### config.mk
export PLATFORM = sky130hd
export DESIGN_NAME = ddec_queue
export DESIGN_NICKNAME = d
export VERILOG_FILES = /design/src/hdl/ddec_pkg.sv /design/src/hdl/ddec_queue.sv
export SDC_FILE = /design/constraint.sdc
export NUM_CORES = 1
export LEC_CHECK = 0
export ABC_AREA = 1
export BUFFER_PORTS_ARGS = -buffer_cell sky130_fd_sc_hd__buf_2
export CORE_AREA = 4 4 248 250
export CTS_BUF_LIST = sky130_fd_sc_hd__clkbuf_4 sky130_fd_sc_hd__clkbuf_8
export DETAILED_ROUTE_END_ITERATION = 8
export DIE_AREA = 0 0 252 254
export PLACE_DENSITY_LB_ADDON = 0.12
export SETUP_SLACK_MARGIN = 0.3
export SLEW_MARGIN = 5
export SYNTH_ARGS = -nofsm -noshare
export SYNTH_HDL_FRONTEND = slang
export SYNTH_SLANG_ARGS = --single-unit
### constraint.sdc
create_clock -name clk -period 7.14 [get_ports clk]
set_input_delay 1.428 -clock clk [delete_from_list [all_inputs] [get_ports clk]]
set_output_delay 1.428 -clock clk [all_outputs]
set_load 0.1 [all_outputs]
### src/hdl/ddec_pkg.sv
// ----------------------------------------------------------------------------
// ddec_pkg
// Shared types and constants of the detection anchor decoder.
// ----------------------------------------------------------------------------
package ddec_pkg;

	localparam int FEAT_W = 24;

	localparam logic [7:0] MAX_CLASSES   = 8'd128;
	localparam logic [5:0] MAX_KEYPOINTS = 6'd32;

	localparam logic signed [FEAT_W-1:0] SCORE_MINUS_ONE = -24'sd256;

	localparam int QUEUE_DEPTH = 4;
	localparam int QUEUE_AW    = $clog2(QUEUE_DEPTH);

	localparam logic [2:0] CFG_NUM_CLASSES     = 3'd0;
	localparam logic [2:0] CFG_POSE_MODE       = 3'd1;
	localparam logic [2:0] CFG_SCORE_THRESHOLD = 3'd2;
	localparam logic [2:0] CFG_SCALE_FACTOR    = 3'd3;
	localparam logic [2:0] CFG_IMAGE_WIDTH     = 3'd4;
	localparam logic [2:0] CFG_IMAGE_HEIGHT    = 3'd5;
	localparam logic [2:0] CFG_KEYPOINT_COUNT  = 3'd6;

	localparam logic KIND_BOX      = 1'b0;
	localparam logic KIND_KEYPOINT = 1'b1;

	typedef struct packed {
		logic [7:0]  num_classes;
		logic        pose_mode;
		logic [8:0]  score_threshold;
		logic [23:0] scale_factor;
		logic [13:0] image_width;
		logic [13:0] image_height;
		logic [5:0]  keypoint_count;
	} cfg_t;

	// box: v0..v3 = center x, center y, width, height
	// keypoint: v0 = x, v1 = y, v2 = keypoint score
	typedef struct packed {
		logic                     kind;
		logic [15:0]              anchor;
		logic [6:0]               label;
		logic signed [FEAT_W-1:0] score;
		logic signed [FEAT_W-1:0] v0;
		logic signed [FEAT_W-1:0] v1;
		logic signed [FEAT_W-1:0] v2;
		logic signed [FEAT_W-1:0] v3;
		logic [4:0]               kidx;
	} job_t;

endpackage

### src/hdl/ddec_queue.sv
// ----------------------------------------------------------------------------
// ddec_queue
// Short job queue between the feature tracker and the geometry pipeline.
// ----------------------------------------------------------------------------
module ddec_queue (
	input  logic           clk,
	input  logic           arst_n,
	input  logic           push_valid,
	output logic           push_ready,
	input  ddec_pkg::job_t push_job,
	output logic           pop_valid,
	input  logic           pop_ready,
	output ddec_pkg::job_t pop_job
);

	ddec_pkg::job_t                  slot_q [ddec_pkg::QUEUE_DEPTH];
	logic [ddec_pkg::QUEUE_AW-1:0]   wr_q;
	logic [ddec_pkg::QUEUE_AW-1:0]   rd_q;
	logic [ddec_pkg::QUEUE_AW:0]     count_q;
	logic                            push;
	logic                            pop;

	assign push_ready = count_q < (ddec_pkg::QUEUE_AW + 1)'(ddec_pkg::QUEUE_DEPTH);
	assign pop_valid  = count_q != '0;
	assign pop_job    = slot_q[rd_q];
	assign push       = push_valid && push_ready;
	assign pop        = pop_valid && pop_ready;

	always_ff @(posedge clk or negedge arst_n) begin
		if (!arst_n) begin
			wr_q    <= '0;
			rd_q    <= '0;
			count_q <= '0;
		end else begin
			if (push) begin
				wr_q <= wr_q + ddec_pkg::QUEUE_AW'(1);
			end
			if (pop) begin
				rd_q <= rd_q + ddec_pkg::QUEUE_AW'(1);
			end
			if (push && !pop) begin
				count_q <= count_q + (ddec_pkg::QUEUE_AW + 1)'(1);
			end else if (pop && !push) begin
				count_q <= count_q - (ddec_pkg::QUEUE_AW + 1)'(1);
			end
		end
	end

	always_ff @(posedge clk) begin
		if (push) begin
			slot_q[wr_q] <= push_job;
		end
	end

endmodule

# ---- Word level (Yosys, flattened, before mapping)
# Memories as Yosys holds them, arrays and structs flattened.
# Index checks and enable logic that the tools add are counted.
dict set report word_totals {
  ff_bits 7
  ram_bits 596
  in_bits 153
  output_inout_bits 151
  wordCells 21
  memories 1
}
# memory words word_bits read_ports rd_clocked_by_memory_dff write_ports line_no
set mem_list {}
lappend mem_list {slot_q 4 149 1 0 1 ddec_queue.sv:16} ;# ddec_pkg::job_t slot_q [ddec_pkg::QUEUE_DEPTH];
dict set report classes {
  addsub 4
  n_lt_le_gt_ge 1
  n_mux 4
  n_reduce_logical 8
}
# cell n
set ops {}
lappend ops {{3-bit two-way mux} 2}
lappend ops {{2-bit by 1-bit adder with 2-bit output, second input constant} 2}
lappend ops {{1-bit logical AND} 4}
lappend ops {{3-bit by 1-bit adder with 3-bit output, second input constant} 1}
lappend ops {{3-bit < comparator, second input constant} 1}
lappend ops {{3-bit nonzero test} 1}
lappend ops {{3-bit by 1-bit subtractor with 3-bit output, second input constant} 1}
lappend ops {{1-bit logical NOT} 2}
lappend ops {{1-bit two-way mux} 2}
lappend ops {{2-bit nonzero test} 1}

# ---- Logic depth before layout (Yosys ltp)
# Gate-level depths: netlist of the first run.
dict set report logic_depth {
  word_depth 6
  mapped_depth 11
  ltp_nobuf 11
}

# ---- Least setup slack after synthesis of the first run
# OpenSTA, ideal clock, no wires.
dict set report synth_path {
  kind {input to register}
  start {input port push_valid}
  end {memory slot_q[0][0] (netlist name), enable pin}
  setup_time_ns 0.660
  arrival_time_ns 7.830
  t_required_ns 6.480
  path_slack_ns -1.350
  stages 2
  n_path_buf 0
  path_cell_list {nand2_1 -> nor2_1}
}
dict set report synth_between {
  elab_chain_len 3
}
# item line_no
set synth_lines {}
lappend synth_lines {{start: declaration} ddec_queue.sv:8} ;# input logic push_valid,
lappend synth_lines {{1-bit logical AND} ddec_queue.sv:26} ;# assign push = push_valid && push_ready;
lappend synth_lines {{1-bit two-way mux} ddec_queue.sv:50} ;# if (push) begin
lappend synth_lines {{1-bit two-way mux (implied by the code)} ddec_queue.sv:51} ;# slot_q[wr_q] <= push_job;
lappend synth_lines {{end: declaration} ddec_queue.sv:16}
# Every way passes these cells.

==> results of run 1 <==
==> cell usage in the layout (no fill, tap or decap) <==
master	netlist	routed
diode_2	0	4
nor2_4	0	4
clkinv_2	0	9
dfrtp_1	7	6
nand3_1	3	3
fa_1	1	1
buf_2	39	303
buf_12	0	5
nand2_1	464	464
edfxtp_1	596	596
inv_1	310	310
o21ai_0	1	1
ha_1	5	5
xnor2_1	1	1
clkbuf_8	0	103
xor2_1	1	1
clkinvlp_4	0	3
clkinv_1	0	20
nand4_1	1	1
inv_8	0	3
buf_4	2	16
dfrtp_4	0	1
clkbuf_4	0	31
nor2_1	5	1
o211ai_1	298	298
==> worst register-to-register path, cell delays in order, from the launching register on <==
cell and delay, ps:
dfrtp_1 380, inv_1 150, nand2_1 350, nor2_4 560, buf_4 780
==> flip-flops by register name, summed over array words and instances (netlist names) <==
signal,flops
rd_q,2
slot_q,596
count_q,3
wr_q,2
==> layer usage <==
metal  wire length, um  track usage  share of wire
met1             23390       0.2155           0.43
met2             26640       0.2782           0.49
met3              2610      0.03787          0.048
met4              1178      0.05958          0.022
met5                34            0        0.00063
==> per-stage QoR <==
stage          utilization  instance area, sq um  setup slack, ps  cells
2_1_floorplan            -                 24040            -1350   1794
3_3_place_gp        0.4426                 26120             3130   2792
3_5_place_dp        0.4426                 26120             3116   2792
4_1_cts             0.4731                 27920             2338   2959
5_1_grt             0.4733                 27930             2239   2962
6_report            0.4733                 27930             2526   2963
==> kinds of logic after synthesis <==
logic type	synth area share
DFF	0.7519
and+or+nand+nor	0.07413
buffers and inverters	0.07652
AOI/OAI and AO/OA	0.09328
adders and majority gates	0.003436
xor gates and xnor gates	0.0007289
==> area by class of cell <==
| class | instances | area (sq um) | area share |
|---|---|---|---|
| diodes | 4 | 10.01 | 0.0003583 |
| clock buffers | 134 | 1650 | 0.05908 |
| clock inverters | 33 | 153.9 | 0.005509 |
| inverters | 312 | 1186 | 0.04246 |
| multi-input cells | 780 | 4154 | 0.1487 |
| flip-flops and latches | 603 | 18080 | 0.6471 |
| well taps | 773 | 967.2 | 0.03462 |
| repair buffers | 324 | 1737 | 0.06217 |
==> worst max path at each step <==
stage                          start            to  slack [ps]  depth (start not counted)
after detailed placement     rd_q[0]  pop_job[132]        3120                          5
after global routing         rd_q[0]    pop_job[5]        2240                          5
after floorplan           push_valid  slot_q[0][0]       -1350                          2
after CTS                    rd_q[0]  pop_job[132]        2340                          5
after global placement       rd_q[0]  pop_job[132]        3130                          5
final                        rd_q[0]   pop_job[70]        2530                          5
==> impl_metrics.env, run 1 <==
export IMPL_routed_wl_um=53850
export IMPL_synth_lib_cells_used_distinct=18
export IMPL_viasPerCell=4.755
export IMPL_status="completed"
export IMPL_initial_antenna_violation_count=8
export IMPL_area_growth_synth_to_final_pct=16.22
export IMPL_worst_ep_arrival_time_ps=3190
export IMPL_fmaxAchievable_mhz=216.8
export IMPL_synth_largest_area_cell="edfxtp_1"
export IMPL_die_h_um=254
export IMPL_timing_rr_end="slot_q[1][95]"
export IMPL_yosysSeqAreaShare=0.7519
export IMPL_final_antenna_net_count=0
export IMPL_floorplan_core_area_sq_mm=0.05902
export IMPL_tritoncts="done"
export IMPL_cp_required_ps=5710
export IMPL_finalSetupViolations=0
export IMPL_timing_reg2reg_worst_path_depth=4
export IMPL_worst_setup_hold_path_clk_slew_ps=60
export IMPL_dpl_hpwl_um=31200
export IMPL_regToRegStartpoint="count_q[2]"
export IMPL_min_path_cells=2
export IMPL_finClkSkew_ps=18.31
export IMPL_via_count_of_the_first_global_routing_pass=13885
export IMPL_asyncSetResetFlopFracSynth=0.01161
export IMPL_gp_routability_congestion=0.7258
export IMPL_cts_repair_resize_count=0
export IMPL_die_area_sq_mm=0.06401
export IMPL_hold_viol_final=0
export IMPL_timing_slew_headroom=0.3285
export IMPL_post_drt_wl_per_cell_um=18.18
export IMPL_synth_top_cells_by_area="edfxtp_1 74%, o211ai_1 9.3%, nand2_1 7.2%"
export IMPL_synth_flop_cell="edfxtp_1"
export IMPL_floorplan_initialDensity=0.4073
export IMPL_worstHoldStart="count_q[2]"
export IMPL_cts_root_to_sink_buffers=3
export IMPL_chipWidth_um=252
export IMPL_syn_inst=1794
export IMPL_yosysTopAreaCellShare=0.7446
export IMPL_synth_enable_flop_cells=596
export IMPL_hold_worst_slack_ps=482.5
export IMPL_final_nets=2282
export IMPL_drt_pass1_iterations=4
export IMPL_globalRouteOverflowTotal=0
export IMPL_worst_setup_path_start_kind="flop"
export IMPL_critical_path_n_buffers_inverters=3
export IMPL_rsz0062_at_grt="no"
export IMPL_min_period_ps=4614
export IMPL_worst_path_max_delay_cell="buf_4"
export IMPL_cpPeakStageDelay_ps=610
export IMPL_vias=14088
export IMPL_final_period_utilization=0.6462
export IMPL_layout_filler_cells=5437
export IMPL_netlist_area_sq_mm=0.02404
export IMPL_ys_warnings_count=0
export IMPL_cts_root_buffer_cell="clkbuf_8"
export IMPL_drv_cap=0
export IMPL_most_frequent_cells_after_synthesis="596 x edfxtp_1, 464 x nand2_1, 310 x inv_1"
export IMPL_cts_setup_buffers=0
export IMPL_htree_levels=3
export IMPL_min_path_type="flop to flop"
export IMPL_worst_slew_pin_transition_ps=1007
export IMPL_clock_sink_count=603
export IMPL_ctsHoldBuffers=0
export IMPL_avgSynthCellArea_sq_um=13.40
export IMPL_io_buffer_count=303
export IMPL_crit_type="flop to output pin"
export IMPL_drcViolationCount=0
export IMPL_numCtsBuffers=102
export IMPL_grt_util_all_layers=0.1666
export IMPL_detailed_route_iter0_violations=602
export IMPL_fraction_of_layout_cells_with_a_size_suffix_above_1=0.2187
export IMPL_destination_of_the_worst_hold_path="count_q[2]"
export IMPL_final_max_slew_violation_count=0
export IMPL_synth_most_common_cell="edfxtp_1"
export IMPL_crit_family="buffers and inverters"
export IMPL_ys_seq_elements=603
export IMPL_grt_first_pass_wirelength_um=82100
export IMPL_regToRegSetupSlack_ps=4470
export IMPL_setup_tns_ps=0
export IMPL_placementRows=89
export IMPL_postSynthNetCount=1953
export IMPL_crit_path_max_fanout=168
export IMPL_path_cells="inv_8, buf_4, o211ai_1, nand2_1, buf_2"
export IMPL_worstSkewPairLatency_ps=650
export IMPL_io_pins=304
export IMPL_worstSetupEndpointType="output pin"
export IMPL_grt_max_degree=169
Power of run 1 is left out: the tool's default activity adds up to more than one toggle a clock period on the data nets, which glitch-free logic cannot reach.
==> run 2: changes to the inputs <==
clock period = 4.7 ns   (was 7.14 ns; I/O delays follow)
==> run 2 against run 1 <==
Compared with the run above:
- via count increased by 0.55%
- sequential share of layout area fell by 0.69 points
- die area unchanged
==> impl_metrics.env, run 2 (synthesis results as in run 1) <==
export IMPL_status="completed"
export IMPL_worstSetupEndpointType="output pin"
export IMPL_tritoncts="done"
export IMPL_finalCoreUtilization=0.4784
export IMPL_via_count_of_the_first_global_routing_pass=13986
export IMPL_grt_util_all_layers=0.1658
export IMPL_crit_path_max_fanout=46
export IMPL_grt_max_degree=121
export IMPL_worst_setup_hold_path_clk_slew_ps=60
export IMPL_drv_cap=0
export IMPL_worst_setup_path_start_kind="flop"
export IMPL_cts_root_buffer_cell="clkbuf_8"
export IMPL_floorplan_core_area_sq_mm=0.05902
export IMPL_floorplan_initialDensity=0.4073
export IMPL_drcViolationCount=0
export IMPL_placed_cells=2795
export IMPL_routed_wl_um=54130
export IMPL_crit_type="flop to output pin"
export IMPL_worst_ep_arrival_time_ps=3010
export IMPL_most_common_cell_after_layout_fill_and_taps_aside="edfxtp_1"
export IMPL_fmaxAchievable_mhz=253.1
export IMPL_postPlaceCellArea_sq_mm=0.02623
export IMPL_htree_levels=3
export IMPL_io_buffer_count=303
export IMPL_die_area_sq_mm=0.06401
export IMPL_placementRows=89
export IMPL_initial_antenna_violation_count=16
export IMPL_timing_slew_headroom=0.4467
export IMPL_ctsHoldBuffers=0
export IMPL_grt_first_pass_wirelength_um=81610
export IMPL_worstSkewPairLatency_ps=670
export IMPL_globalRouteOverflowTotal=0
export IMPL_hold_viol_final=0
export IMPL_vias=14165
export IMPL_chipWidth_um=252
export IMPL_finClkSkew_ps=28.00
export IMPL_mostFrequentLayoutCells="596 x edfxtp_1, 464 x nand2_1, 310 x inv_1, 303 x buf_2, 298 x o211ai_1"
export IMPL_gp_routability_congestion=0.7586
export IMPL_cts_repair_resize_count=0
export IMPL_final_period_utilization=0.8405
export IMPL_dpl_hpwl_um=31360
export IMPL_rsz0062_at_grt="no"
export IMPL_min_period_ps=3950
export IMPL_post_route_cell_area_sq_mm=0.02824
export IMPL_registers_top_by_ff_count="slot_q"
export IMPL_drt_pass1_iterations=4
export IMPL_final_antenna_net_count=0
export IMPL_cts_setup_buffers=0
export IMPL_cts_root_to_sink_buffers=3
export IMPL_numCtsBuffers=102
export IMPL_io_pins=304
export IMPL_worst_slew_pin_transition_ps=829.9
export IMPL_largestRegisters="slot_q x596, count_q x3"
export IMPL_clock_sink_count=603
export IMPL_finalSetupViolations=0
export IMPL_fraction_of_layout_cells_with_a_size_suffix_above_1=0.2241
export IMPL_post_drt_wl_per_cell_um=18.11
export IMPL_die_h_um=254
export IMPL_area_growth_synth_to_final_pct=17.48
export IMPL_cp_required_ps=3760
export IMPL_final_max_slew_violation_count=0
export IMPL_viasPerCell=4.739
export IMPL_detailed_route_iter0_violations=656
export IMPL_min_path_type="primary input to async pin"
export IMPL_largest_register_ffs=596
export IMPL_finalNonFillerCells=2989
export IMPL_final_nets=2285
-- run 2: changes by cell type in the layout (fill, tap and decap cells not counted), moves of 2 or more --
cell      delta
buf_12       +7
inv_6        +4
clkinv_2     +2
buf_4        -4
inv_8        -2
clkinv_1     +2
diode_2      +8
clkbuf_8     +7
-- run 2: cell type report --
type	instances	area [sq um]
inverters	312	1184
flip-flops and latches	603	18080
multi-input cells	780	4154
well taps	773	967.2
clock inverters	41	232.7
diodes	12	30.03
repair buffers	327	1847
fillers	5278	30780
clock buffers	141	1747
-- run 2: layer usage --
metal | GRT usage | wire, um | share of wire
met5 | 0 | 61 | 0.0011
met3 | 0.04257 | 2747 | 0.051
met2 | 0.2819 | 26980 | 0.50
met4 | 0.05438 | 1247 | 0.023
met1 | 0.2088 | 23090 | 0.43
-- run 2: path summary, 6_finish.rpt --
path                            start              to  slack, ps  cells past startpoint
setup / recovery              rd_q[1]     pop_job[48]        750                      5
hold / removal                 arst_n         rd_q[1]        100                      1
setup reg to reg           count_q[2]  slot_q[1][108]       2220                      4
hold reg to reg            count_q[2]      count_q[2]        470                      2
max in group asynchronous      arst_n         rd_q[1]       4420                      1
min in group clk           count_q[2]      count_q[2]        470                      2
-- run 2: worst max-delay path: stages (launching register included) --
cell      delay, ps
dfrtp_4         750
inv_6           370
buf_4           390
o211ai_1        150
nand2_1         140
buf_2           450
-- run 2: per-stage QoR --
stage	hold slack [ps]	TNS (ps)	setup WS, ps
after detailed placement	462.7	0	1407
after floorplan	441.7	-636920	-1069
after global routing	23.17	0	569.1
after global placement	455.7	0	1418
final	96.29	0	749.7
after CTS	13.33	0	620.2
Power of run 2 is left out for the same reason.
