[config.mk]
export PLATFORM = sky130hd
export DESIGN_NAME = ddec_front
export DESIGN_NICKNAME = d
export VERILOG_FILES = /design/src/hdl/ddec_pkg.sv /design/src/hdl/ddec_front.sv
export SDC_FILE = /design/constraint.sdc
export NUM_CORES = 1
export LEC_CHECK = 0
export BUFFER_PORTS_ARGS = -buffer_cell sky130_fd_sc_hd__buf_4
export CORE_MARGIN = 1
export CORE_UTILIZATION = 24
export DETAILED_ROUTE_END_ITERATION = 6
export PLACE_DENSITY = 0.43
export SETUP_SLACK_MARGIN = 0.5
export SKIP_LAST_GASP = 1
export SLEW_MARGIN = 20
export SYNTH_ARGS = -nofsm -noshare
export SYNTH_HDL_FRONTEND = slang
export SYNTH_SLANG_ARGS = --single-unit
[constraint.sdc]
create_clock -name clk -period 3.9 [get_ports clk]
set_input_delay 0.195 -clock clk [delete_from_list [all_inputs] [get_ports clk]]
set_output_delay 0.195 -clock clk [all_outputs]
set_load 0.01 [all_outputs]
[src/hdl/ddec_pkg.sv]
// ----------------------------------------------------------------------------
// ddec_pkg
// Shared types and constants of the detection anchor decoder.
// ----------------------------------------------------------------------------
package ddec_pkg;

	localparam int FEAT_W = 24;

	localparam logic [7:0] MAX_CLASSES   = 8'd128;
	localparam logic [5:0] MAX_KEYPOINTS = 6'd32;

	localparam logic signed [FEAT_W-1:0] SCORE_MINUS_ONE = -24'sd256;

	localparam int QUEUE_DEPTH = 4;
	localparam int QUEUE_AW    = $clog2(QUEUE_DEPTH);

	localparam logic [2:0] CFG_NUM_CLASSES     = 3'd0;
	localparam logic [2:0] CFG_POSE_MODE       = 3'd1;
	localparam logic [2:0] CFG_SCORE_THRESHOLD = 3'd2;
	localparam logic [2:0] CFG_SCALE_FACTOR    = 3'd3;
	localparam logic [2:0] CFG_IMAGE_WIDTH     = 3'd4;
	localparam logic [2:0] CFG_IMAGE_HEIGHT    = 3'd5;
	localparam logic [2:0] CFG_KEYPOINT_COUNT  = 3'd6;

	localparam logic KIND_BOX      = 1'b0;
	localparam logic KIND_KEYPOINT = 1'b1;

	typedef struct packed {
		logic [7:0]  num_classes;
		logic        pose_mode;
		logic [8:0]  score_threshold;
		logic [23:0] scale_factor;
		logic [13:0] image_width;
		logic [13:0] image_height;
		logic [5:0]  keypoint_count;
	} cfg_t;

	// box: v0..v3 = center x, center y, width, height
	// keypoint: v0 = x, v1 = y, v2 = keypoint score
	typedef struct packed {
		logic                     kind;
		logic [15:0]              anchor;
		logic [6:0]               label;
		logic signed [FEAT_W-1:0] score;
		logic signed [FEAT_W-1:0] v0;
		logic signed [FEAT_W-1:0] v1;
		logic signed [FEAT_W-1:0] v2;
		logic signed [FEAT_W-1:0] v3;
		logic [4:0]               kidx;
	} job_t;

endpackage

[src/hdl/ddec_front.sv]
// ----------------------------------------------------------------------------
// ddec_front
// Feature tracker: counts positions within an anchor, keeps the running
// best score, and issues a box or keypoint job when a result is due.
// ----------------------------------------------------------------------------
module ddec_front #(
	parameter int MAX_ANCHORS = 65536
) (
	input  logic                              clk,
	input  logic                              arst_n,
	input  ddec_pkg::cfg_t                    cfg,
	input  logic                              in_valid,
	output logic                              in_ready,
	input  logic signed [ddec_pkg::FEAT_W-1:0] feature_value,
	input  logic                              last_feature,
	output logic                              job_valid,
	input  logic                              job_ready,
	output ddec_pkg::job_t                    job
);

	localparam int AW = (MAX_ANCHORS > 1) ? $clog2(MAX_ANCHORS) : 1;
	localparam logic [AW-1:0] ANCHOR_LAST = AW'(MAX_ANCHORS - 1);

	logic [7:0]                          pos_q;
	logic [AW-1:0]                       anchor_q;
	logic signed [ddec_pkg::FEAT_W-1:0]  best_q;
	logic [6:0]                          label_q;
	logic                                acc_q;
	logic signed [ddec_pkg::FEAT_W-1:0]  cs_q [4];
	logic signed [ddec_pkg::FEAT_W-1:0]  kx_q;
	logic signed [ddec_pkg::FEAT_W-1:0]  ky_q;
	logic [1:0]                          ph_q;
	logic [6:0]                          kcnt_q;

	logic signed [ddec_pkg::FEAT_W-1:0]  best_d;
	logic [6:0]                          label_d;
	logic                                acc_d;
	logic [1:0]                          ph_d;
	logic [6:0]                          kcnt_d;
	logic                                emit;
	logic                                accept;
	logic [7:0]                          nc;
	logic [5:0]                          kc;
	logic [8:0]                          cls_stop;
	logic [8:0]                          cls_end;
	logic                                beat;
	logic signed [ddec_pkg::FEAT_W-1:0]  new_best;
	logic [7:0]                          lbl_diff;
	logic signed [ddec_pkg::FEAT_W-1:0]  thr;

	assign in_ready = job_ready;
	assign accept   = in_valid && in_ready;
	assign job_valid = in_valid && emit;

	always_comb begin
		if (cfg.num_classes == 8'd0) begin
			nc = 8'd1;
		end else if (cfg.num_classes > ddec_pkg::MAX_CLASSES) begin
			nc = ddec_pkg::MAX_CLASSES;
		end else begin
			nc = cfg.num_classes;
		end
		if (cfg.keypoint_count > ddec_pkg::MAX_KEYPOINTS) begin
			kc = ddec_pkg::MAX_KEYPOINTS;
		end else begin
			kc = cfg.keypoint_count;
		end
	end

	assign cls_stop = {1'b0, nc} + 9'd4;
	assign cls_end  = {1'b0, nc} + 9'd3;
	assign beat     = feature_value > best_q;
	assign new_best = beat ? feature_value : best_q;
	assign lbl_diff = pos_q - 8'd4;
	assign thr      = $signed({15'd0, cfg.score_threshold});

	always_comb begin
		best_d  = best_q;
		label_d = label_q;
		acc_d   = acc_q;
		emit    = 1'b0;
		job        = '0;
		job.anchor = 16'(anchor_q);
		job.v0     = cs_q[0];
		job.v1     = cs_q[1];
		job.v2     = cs_q[2];
		job.v3     = cs_q[3];
		job.kind   = ddec_pkg::KIND_BOX;
		if (pos_q < 8'd4) begin
			emit = 1'b0;
		end else if (!cfg.pose_mode) begin
			if ({1'b0, pos_q} < cls_stop) begin
				best_d  = new_best;
				label_d = beat ? lbl_diff[6:0] : label_q;
				if ({1'b0, pos_q} == cls_end && new_best > thr) begin
					acc_d = 1'b1;
					emit  = 1'b1;
				end
			end
		end else if (pos_q == 8'd4) begin
			best_d  = feature_value;
			label_d = 7'd0;
			if (feature_value > thr) begin
				acc_d = 1'b1;
				emit  = 1'b1;
			end
		end else if (kcnt_q < {1'b0, kc}) begin
			if (ph_q == 2'd2 && acc_q) begin
				emit     = 1'b1;
				job.kind = ddec_pkg::KIND_KEYPOINT;
				job.v0   = kx_q;
				job.v1   = ky_q;
				job.v2   = feature_value;
				job.v3   = '0;
				job.kidx = kcnt_q[4:0];
			end
		end
		job.score = (job.kind == ddec_pkg::KIND_BOX) ? best_d : best_q;
		job.label = (job.kind == ddec_pkg::KIND_BOX) ? label_d : 7'd0;
	end

	always_comb begin
		ph_d   = ph_q;
		kcnt_d = kcnt_q;
		if (pos_q == 8'd4) begin
			ph_d   = 2'd0;
			kcnt_d = 7'd0;
		end else if (pos_q > 8'd4 && pos_q < 8'd255) begin
			ph_d   = (ph_q == 2'd2) ? 2'd0 : ph_q + 2'd1;
			kcnt_d = (ph_q == 2'd2) ? kcnt_q + 7'd1 : kcnt_q;
		end
	end

	always_ff @(posedge clk or negedge arst_n) begin
		if (!arst_n) begin
			pos_q    <= 8'd0;
			anchor_q <= '0;
			best_q   <= ddec_pkg::SCORE_MINUS_ONE;
			label_q  <= 7'd0;
			acc_q    <= 1'b0;
		end else if (accept) begin
			if (last_feature) begin
				pos_q    <= 8'd0;
				anchor_q <= (anchor_q == ANCHOR_LAST) ? '0 : anchor_q + AW'(1);
				best_q   <= ddec_pkg::SCORE_MINUS_ONE;
				label_q  <= 7'd0;
				acc_q    <= 1'b0;
			end else begin
				if (pos_q < 8'd255) begin
					pos_q <= pos_q + 8'd1;
				end
				best_q  <= best_d;
				label_q <= label_d;
				acc_q   <= acc_d;
			end
		end
	end

	always_ff @(posedge clk) begin
		if (accept) begin
			if (pos_q < 8'd4) begin
				cs_q[pos_q[1:0]] <= feature_value;
			end
			if (cfg.pose_mode && pos_q > 8'd4 && kcnt_q < {1'b0, kc}) begin
				if (ph_q == 2'd0) begin
					kx_q <= feature_value;
				end
				if (ph_q == 2'd1) begin
					ky_q <= feature_value;
				end
			end
			ph_q   <= ph_d;
			kcnt_q <= kcnt_d;
		end
	end

endmodule

======== After elaboration in Yosys (flattened, before gate mapping) ========
Memory sizes are Yosys's and may differ from the RTL's.
Index checks and enable logic that the tools add are counted.
word-level totals
  register bits after elaboration ......... 113
  RAM bits ................................ 96
  output and inout bits ................... 151
  memories kept ........................... 1
memory list
  memory  depth  bits a word  rd ports  clocked after Yosys merged registers in  wr ports  line              RTL
  cs_q    4      24           4         0                                        1         ddec_front.sv:29  logic signed [ddec_pkg::FEAT_W-1:0] cs_q [4];
operators by class
  add/subtract/negate cells ............... 7
  magnitude comparators ................... 10
  eq/ne operators ......................... 8
  muxes and demuxes ....................... 50
  reduce and logical (&&, ||, !) cells .... 21
operators by type and width
  cell                   number
  $mux 101               5
  $mux 24                7
  $mux 7                 9
  $gt 24x10->1           2
  $mux 8                 4
  $gt 24x24->1           1
  $mux 1                 21
  $add 16x1->16 const B  1
  $eq 16x16->1 const B   1
  $mux 16                1
  $add 8x2->9 const B    1
  $add 8x3->9 const B    1
  $eq 8x9->1             1
  $lt 8x9->1             1
  $reduce_and 3->1       3
  $add 8x1->8 const B    1
  $eq 8x3->1 const B     1
  $gt 8x3->1 const B     1
  $gt 8x8->1 const B     1
  $logic_not 8->1        1
  $lt 8x3->1 const B     1
  $lt 8x8->1 const B     1
  $add 7x1->7 const B    1
  $logic_and 1x1->1      7
  15 further kinds       22

======== Logic depth before layout (Yosys ltp) ========
Gate-level depths: netlist of the first run.
  depth after elaboration ................. 11
  mapped depth ............................ 20

======== Least setup slack after synthesis of the first run ========
OpenSTA, ideal clock, no wires.
  kind .................................... register to output
  start point ............................. register best_q[10] in the netlist's numbering
  end point ............................... output port job_valid
  arrival time ............................ 4.032 ns
  required time ........................... 3.705 ns
  setup slack ............................. -0.327 ns
  cell stages (with the launch flop) ...... 19
  path buffers ............................ 1
  cell sequence ........................... dfstp_2 inv_1 ha_1 and3_4 a221o_1 a2111oi_4 nand3_4 nand2_1 clkbuf_1 o21ai_0 ha_1 nor2b_1 nor3_1 o21a_1 o31a_1 o21ai_0 nand4_1 a21oi_1 o211a_1
between the ends
  longest elaborated chain between the ends .. 9
ends and longest elaborated chain
  element                 line               RTL
  start, declared         ddec_front.sv:26   logic signed [ddec_pkg::FEAT_W-1:0] best_q;
  start signal, assigned  ddec_front.sv:138  best_q <= ddec_pkg::SCORE_MINUS_ONE;
  start signal, assigned  ddec_front.sv:145  best_q <= ddec_pkg::SCORE_MINUS_ONE;
  start signal, assigned  ddec_front.sv:152  best_q <= best_d;
  $gt 24x24->1            ddec_front.sv:72   assign beat = feature_value > best_q;
  $mux 24 (*)             ddec_front.sv:73   assign new_best = beat ? feature_value : best_q;
  $gt 24x10->1 (*)        ddec_front.sv:95   if ({1'b0, pos_q} == cls_end && new_best > thr) begin
  $logic_and 1x1->1 (*)   ddec_front.sv:95
  $mux 1 (*)              ddec_front.sv:95
  $mux 1 (*)              ddec_front.sv:92   if ({1'b0, pos_q} < cls_stop) begin
  $mux 1 (*)              ddec_front.sv:91   end else if (!cfg.pose_mode) begin
  $mux 1 (*)              ddec_front.sv:89   if (pos_q < 8'd4) begin
  $logic_and 1x1->1 (*)   ddec_front.sv:53   assign job_valid = in_valid && emit;
  end, declared           ddec_front.sv:16   output logic job_valid,
Mark *: on every way between the ends. The rest lies on a longest branch, timed or not.

======== Final worst setup path of the first run ========
  start point ............................. register best_q[11] in the netlist's numbering
  end point ............................... output port job_valid
The elaborated chain is that of the path after synthesis.

==> impl_metrics.yaml, run 1 <==
status:
  outcome: "complete, but fails checks"
  violations: "setup timing"
sta:
  slew_headroom: 0.453
  tightest_slew_ns: 0.820
  min_period_over_period: 1.20
  min_period_ns: 4.67
  fin_ws_ns: -0.769
  slew_viol_final: 0
  rsz0062_at_grt: "true"
  hold_viol: 0
  fmax_mhz: 214
  finalClockSkew_ns: 0.0314
  setup_violations: 24
  whs_ns: 0.0364
  tns_ns: -1.85
clock_network:
  cts_made_buffers: 25
  cts_buffer_depth: 3
  ctsRootBufferMaster: "clkbuf_16"
  cts.sinks: 209
  cts_tree: "done"
  clkLatencyLatePin_ns: 0.57
  path_clk_slew_ns: 0.07
  htreeDepth: 1
cells_and_area:
  final_cell_mix: "buf_4, edfxtp_1, mux2_2"
  regArea_um2: 6020
  layout_commonest_cell: "buf_4"
  stdcell_count: 1849
  nFillCells: 4584
  antenna_cells: 0
  layout-drive-gt1-share: 0.400
  areaGrowthSynthToFinish_pct: 37.4
  num-nets-final: 1404
  multiInputGateArea_um2: 4730
  post-route-util: 0.334
floorplan:
  die-area_um2: 46800
  rows: 78
  coreArea_um2: 45400
  ios: 256
  die_x_um: 216
  start_util: 0.243
  die_h_um: 216
power_and_ir_drop:
  irDropWorstVdd_v: 0.000293
  pwr_density_cell_nw_per_um2: 436
  finalPower_uw: 6620
  p_leak_uw: 0.00621
synthesis:
  synth_warnings: 0
  synth_seq_cells: 209
  synthDistinctLibCells: 70
  synth-main-ff-cell: "edfxtp_1"
  synth_edf_count: 153
  postSynthCellCount: 915
  synth.avg_cell_area_um2: 12.1
  syn_nets: 1089
  async_flop_share: 0.268
  synthesis.area_um2: 11000
  ys_seq_area_frac: 0.545
detailed_routing:
  wirelength_mm: 36.1
  wl_per_cell_um: 19.5
  via_per_inst: 4.57
  antenna_left: 0
  first_pass_iters: 4
  post-route-drc-count: 0
  vias: 8452
  dr.first_iter.drc_count: 433
place:
  portBuffers: 203
  hpwl_mm: 25.6
  globalplace.congestion: 0.816
  placedCellCount: 1782
setup_path:
  reg2regPathDepth: 18
  crit_type: "flop to primary output"
  arrival_ns: 4.47
  worstPathMaxFanout: 8
  critPathCaptureType: "primary output"
  crit_slowest_cell: "dfstp_2"
  crit_chain: "inv_2 > ha_4 > and3_4 > a221o_1 > a2111oi_4 > buf_4 > nand3_4 > nand2_8 > o21ai_2 > ha_1 > nor2b_1 > nor3_1 > o21a_1 > o31a_1 > o21ai_1 > nand4_1 > a21oi_2 > o211a_1 > buf_4"
  crit_required_ns: 3.70
  cpMostUsedCell: "buf_4"
  crit_family: "compound AO/OA/AOI/OAI gates"
  critPathBufInv: 3
  crit_cells: 19
  critPathMaxStageDelay_ns: 0.54
  start_kind: "flop"
global_routing:
  first_global_vias: 8482
  grt_overflow: 0
  antenna_found_initial: 1
  grt_usage: 0.153
  grt_pass1_wl_mm: 54.0
  grt_max_degree: 57
run:
  cap_violations: 0
min_path:
  whs_path_depth: 2
  min_path_type: "primary input to flop"
sequential cells by signal, summed over array words and instances, names as in the netlist:
register	flops
best_q	24
cs_q	96
label_q	7
acc_q	1
ky_q	24
pos_q	8
anchor_q	16
kx_q	24
ph_q	2
kcnt_q	7
per-stage QoR:
| step | setup WS [ns] | instance area [µm²] |
|---|---|---|
| after floorplan | 0.0734 | 11100 |
| after global placement | -0.278 | 14100 |
| after detailed placement | -0.356 | 14100 |
| after CTS | -0.822 | 15100 |
| after global routing | -1.01 | 15200 |
| final | -0.769 | 15200 |
synth_stat cells, types with 16 or more instances:
cell	instances	area share
a21oi_1	28	0.013
clkbuf_1	30	0.010
dfrtp_1	40	0.091
dfstp_2	16	0.038
edfxtp_1	153	0.42
ha_1	69	0.078
inv_1	49	0.017
mux2_2	72	0.073
nand2_1	62	0.021
nand3_1	29	0.013
nor2_1	40	0.014
nor2b_1	32	0.018
o21ai_0	73	0.033
xnor2_1	21	0.017
xor2_1	20	0.016
final timing paths:
kind | from | to | slack [ns]
worst min-delay path | feature_value[3] | cs_q[2][3] | 0.04
max in group asynchronous | arst_n | best_q[4] | 3.07
worst min register to register | label_q[3] | label_q[3] | 0.49
worst max-delay path | best_q[11] | job_valid | -0.77
min in group asynchronous | arst_n | anchor_q[14] | 0.26
worst max register to register | best_q[11] | acc_q | 0.14
what timing repair did:
| item | 4_1_cts | 5_1_grt |
|---|---|---|
| cloned | 1 | 1 |
| pin swaps | 5 | 2 |
| resized for setup | 30 | 5 |
| endpoints found under the setup margin | 129 | 149 |
| hold buffers | 2 | 0 |
| endpoints found under the hold margin | 41 | 0 |
| buffers inserted | 13 | 4 |
layer usage:
layer  vias up  share of wire  GRT usage
met3        42          0.039     0.0257
li1       4056              -          -
met5         -        0.00039          0
met2       180           0.47      0.249
met1      4172           0.47      0.208
met4         2          0.023     0.0408
power breakdown:
group | switching [µW] | leakage, µW | total (µW) | internal, µW
Combinational | 836 | 0.00374 | 1570 | 733
Clock | 978 | 0.000406 | 2420 | 1440
Sequential | 80.9 | 0.00206 | 2630 | 2550
worst reg2reg max path: stages, from the launching register on:
cell and delay (ns):
dfstp_2 0.54, inv_2 0.05, ha_4 0.23, and3_4 0.16
a221o_1 0.35, a2111oi_4 0.36, buf_4 0.20, nand3_4 0.11
nand2_8 0.12, o21ai_2 0.06, ha_1 0.29, nor2b_1 0.13
nor3_1 0.06, o21a_1 0.17, o31a_1 0.27, o21ai_1 0.13
nand4_1 0.13, a21oi_2 0.20, a21o_1 0.14
layout make-up:
type	instances	share of cell area
clock buffer	28	0.0420
clock inverter	18	0.0133
inverter	49	0.0121
multi-input combinational	611	0.312
sequential	209	0.397
tap	600	0.0495
timing repair buffer	334	0.175
cells by family (layout without fill, tap and decap cells):
logic type,Yosys count,count (layout),share of synthesized area
adder cells (fa/ha/maj),69,69,0.0782
AO/OA/AOI/OAI,180,180,0.116
multiplexers,73,73,0.0744
AND/OR/NAND/NOR,247,248,0.117
buffers and inverters,96,429,0.0370
XOR/XNOR,41,41,0.0325
flip-flops,209,209,0.545
Note: power is estimated with default switching activity, not from simulation.
==> run 2, diff against run 1 <==
--- a/config.mk
+++ b/config.mk
@@ -12,3 +12,2 @@
 export PLACE_DENSITY = 0.43
-export SETUP_SLACK_MARGIN = 0.5
 export SKIP_LAST_GASP = 1
==> constraint.sdc (replaced) <==
create_clock -name clk -period 3.9 [get_ports clk]
set_input_delay 0.78 -clock clk [delete_from_list [all_inputs] [get_ports clk]]
set_output_delay 0.78 -clock clk [all_outputs]
set_load 0.01 [all_outputs]
==> impl_metrics.yaml, run 2 (same netlist as run 1, synthesis figures left out) <==
cells_and_area:
  layout-drive-gt1-share: 0.500
  num-nets-final: 1466
  layout_commonest_cell: "buf_4"
  largest_register_ffs: 96
  final_cell_mix: "buf_4, edfxtp_1, buf_6"
  design_area_um2: 17200
  antenna_cells: 0
  nFillCells: 4460
  areaGrowthSynthToFinish_pct: 55.7
floorplan:
  rows: 78
  coreArea_um2: 45400
  ios: 256
  die-area_um2: 46800
  start_util: 0.243
  die_h_um: 216
  die_x_um: 216
setup_path:
  crit_required_ns: 3.12
  worstPathMaxFanout: 7
  critPathBufInv: 3
  arrival_ns: 4.53
  crit_family: "compound AO/OA/AOI/OAI gates"
  reg2regPathDepth: 19
  crit_type: "flop to primary output"
  reg2reg_slack_ns: 0.03
  r2r_end: "acc_q"
  critPathCaptureType: "primary output"
  start_kind: "flop"
  reg2reg_from: "best_q[11]"
  crit_chain: "inv_4 > ha_4 > and3_4 > a221o_1 > a2111oi_4 > a21o_2 > nand2_8 > buf_6 > nand2_2 > o21ai_2 > ha_2 > o21ai_1 > nor2_1 > nor2_1 > o31a_1 > o21ai_1 > o211ai_1 > a21oi_2 > o211a_4 > buf_6"
  crit_slowest_cell: "dfstp_2"
  critPathMaxStageDelay_ns: 0.56
clock_network:
  postCtsHoldBufs: 0
  cts_tree: "done"
  clkLatencyLatePin_ns: 0.54
  cts_made_buffers: 25
  ctsRootBufferMaster: "clkbuf_16"
  path_clk_slew_ns: 0.06
  cts.sinks: 209
  htreeDepth: 1
  cts_buffer_depth: 3
run:
  cap_violations: 0
sta:
  hold_viol: 0
  rsz0062_at_grt: "true"
  fin_ws_ns: -1.41
  tightest_slew_ns: 0.834
  finalClockSkew_ns: 0.0242
  whs_ns: 0.328
  min_period_over_period: 1.36
  min_period_ns: 5.31
  slew_viol_final: 0
  fmax_mhz: 188
  slew_headroom: 0.439
  setup_violations: 32
  tns_ns: -33.50
detailed_routing:
  wirelength_mm: 38.5
  dr.first_iter.drc_count: 485
  post-route-drc-count: 0
  vias: 8887
  first_pass_iters: 5
  antenna_left: 0
  wl_per_cell_um: 20.2
  via_per_inst: 4.66
power_and_ir_drop:
  seq_power_share: 0.375
  internal_power_uw: 5010
  finalPower_uw: 7050
  p_switching_uw: 2030
  irDropWorstVdd_v: 0.000288
  power.share.switching: 0.289
  p_clk_frac: 0.352
  p_leak_uw: 0.00701
  pwr_density_cell_nw_per_um2: 410
  p_comb_frac: 0.273
status:
  violations: "setup timing"
  outcome: "complete, but fails checks"
global_routing:
  first_global_vias: 8975
  grt_pass1_wl_mm: 57.1
  antenna_found_initial: 1
  grt_usage: 0.161
  grt_overflow: 0
  grt_max_degree: 57
place:
  preCtsSetupSlack_ns: -1.30
  portBuffers: 203
  globalplace.congestion: 0.826
  dpl_cell_area_um2: 14200
  hpwl_mm: 26.7
min_path:
  min_path_type: "primary input to async pin"
run 2: what timing repair did:
action / 4_1_cts / 5_1_grt
buffers inserted: 40 / 20
cloned: 10 / 2
setup endpoints to repair: 118 / 140
gates resized for setup: 188 / 182
pin swaps: 38 / 34
run 2: layout make-up:
| type | instances | area (µm²) | share of cell area |
|---|---|---|---|
| repair buffers | 397 | 3760 | 0.219 |
| multi-input cells | 610 | 5610 | 0.326 |
| clock buffers | 29 | 651 | 0.0379 |
| inverters | 49 | 196 | 0.0114 |
| flip-flops and latches | 209 | 6020 | 0.350 |
| well taps | 600 | 751 | 0.0437 |
| clock inverters | 15 | 209 | 0.0122 |
run 2: worst reg2reg max path, stage by stage (launching register included):
cell       delay (ns)
dfstp_2          0.56
inv_4            0.05
ha_4             0.21
and3_4           0.14
a221o_1          0.38
a2111oi_4        0.40
a21o_2           0.25
nand2_8          0.10
buf_6            0.14
nand2_2          0.06
o21ai_2          0.05
ha_2             0.31
o21ai_1          0.05
nor2_1           0.10
nor2_1           0.05
o31a_1           0.31
o21ai_1          0.14
o211ai_1         0.13
a21oi_2          0.22
a21o_1           0.14
run 2: per-stage QoR:
| stage | std cells | utilization |
|---|---|---|
| floorplan | 915 | - |
| global placement | 1803 | 0.313 |
| detailed placement | 1803 | 0.313 |
| finish | 1909 | 0.379 |
| global route | 1909 | 0.379 |
| CTS | 1893 | 0.361 |
run 2: how the worst max path moves through the flow:
stage	startpoint	end	slack, ns	cells past startpoint
floorplan	feature_value[9]	job_valid	-0.70	17
finish	best_q[11]	job_valid	-1.41	20
global route	best_q[10]	job_valid	-1.61	20
CTS	best_q[11]	job_valid	-1.58	19
detailed placement	feature_value[22]	job_valid	-1.30	19
global placement	feature_value[9]	job_valid	-1.23	19
run 2: per-layer routing:
layer / up-vias / GRT usage / part of all wire
met1: 4445 / 0.217 / 0.46
met5: - / 0 / 0.00029
met3: 50 / 0.0230 / 0.039
met4: 2 / 0.0394 / 0.022
met2: 218 / 0.270 / 0.48
li1: 4172 / - / -
run 2: power groups by stage:
stage	logic (µW)	registers (µW)	clock network [µW]
after floorplan	722	2660	0
after global placement	1530	2670	0
after detailed placement	1540	2670	0
after CTS	1800	2640	2550
after global routing	2080	2650	2640
final	1920	2640	2480
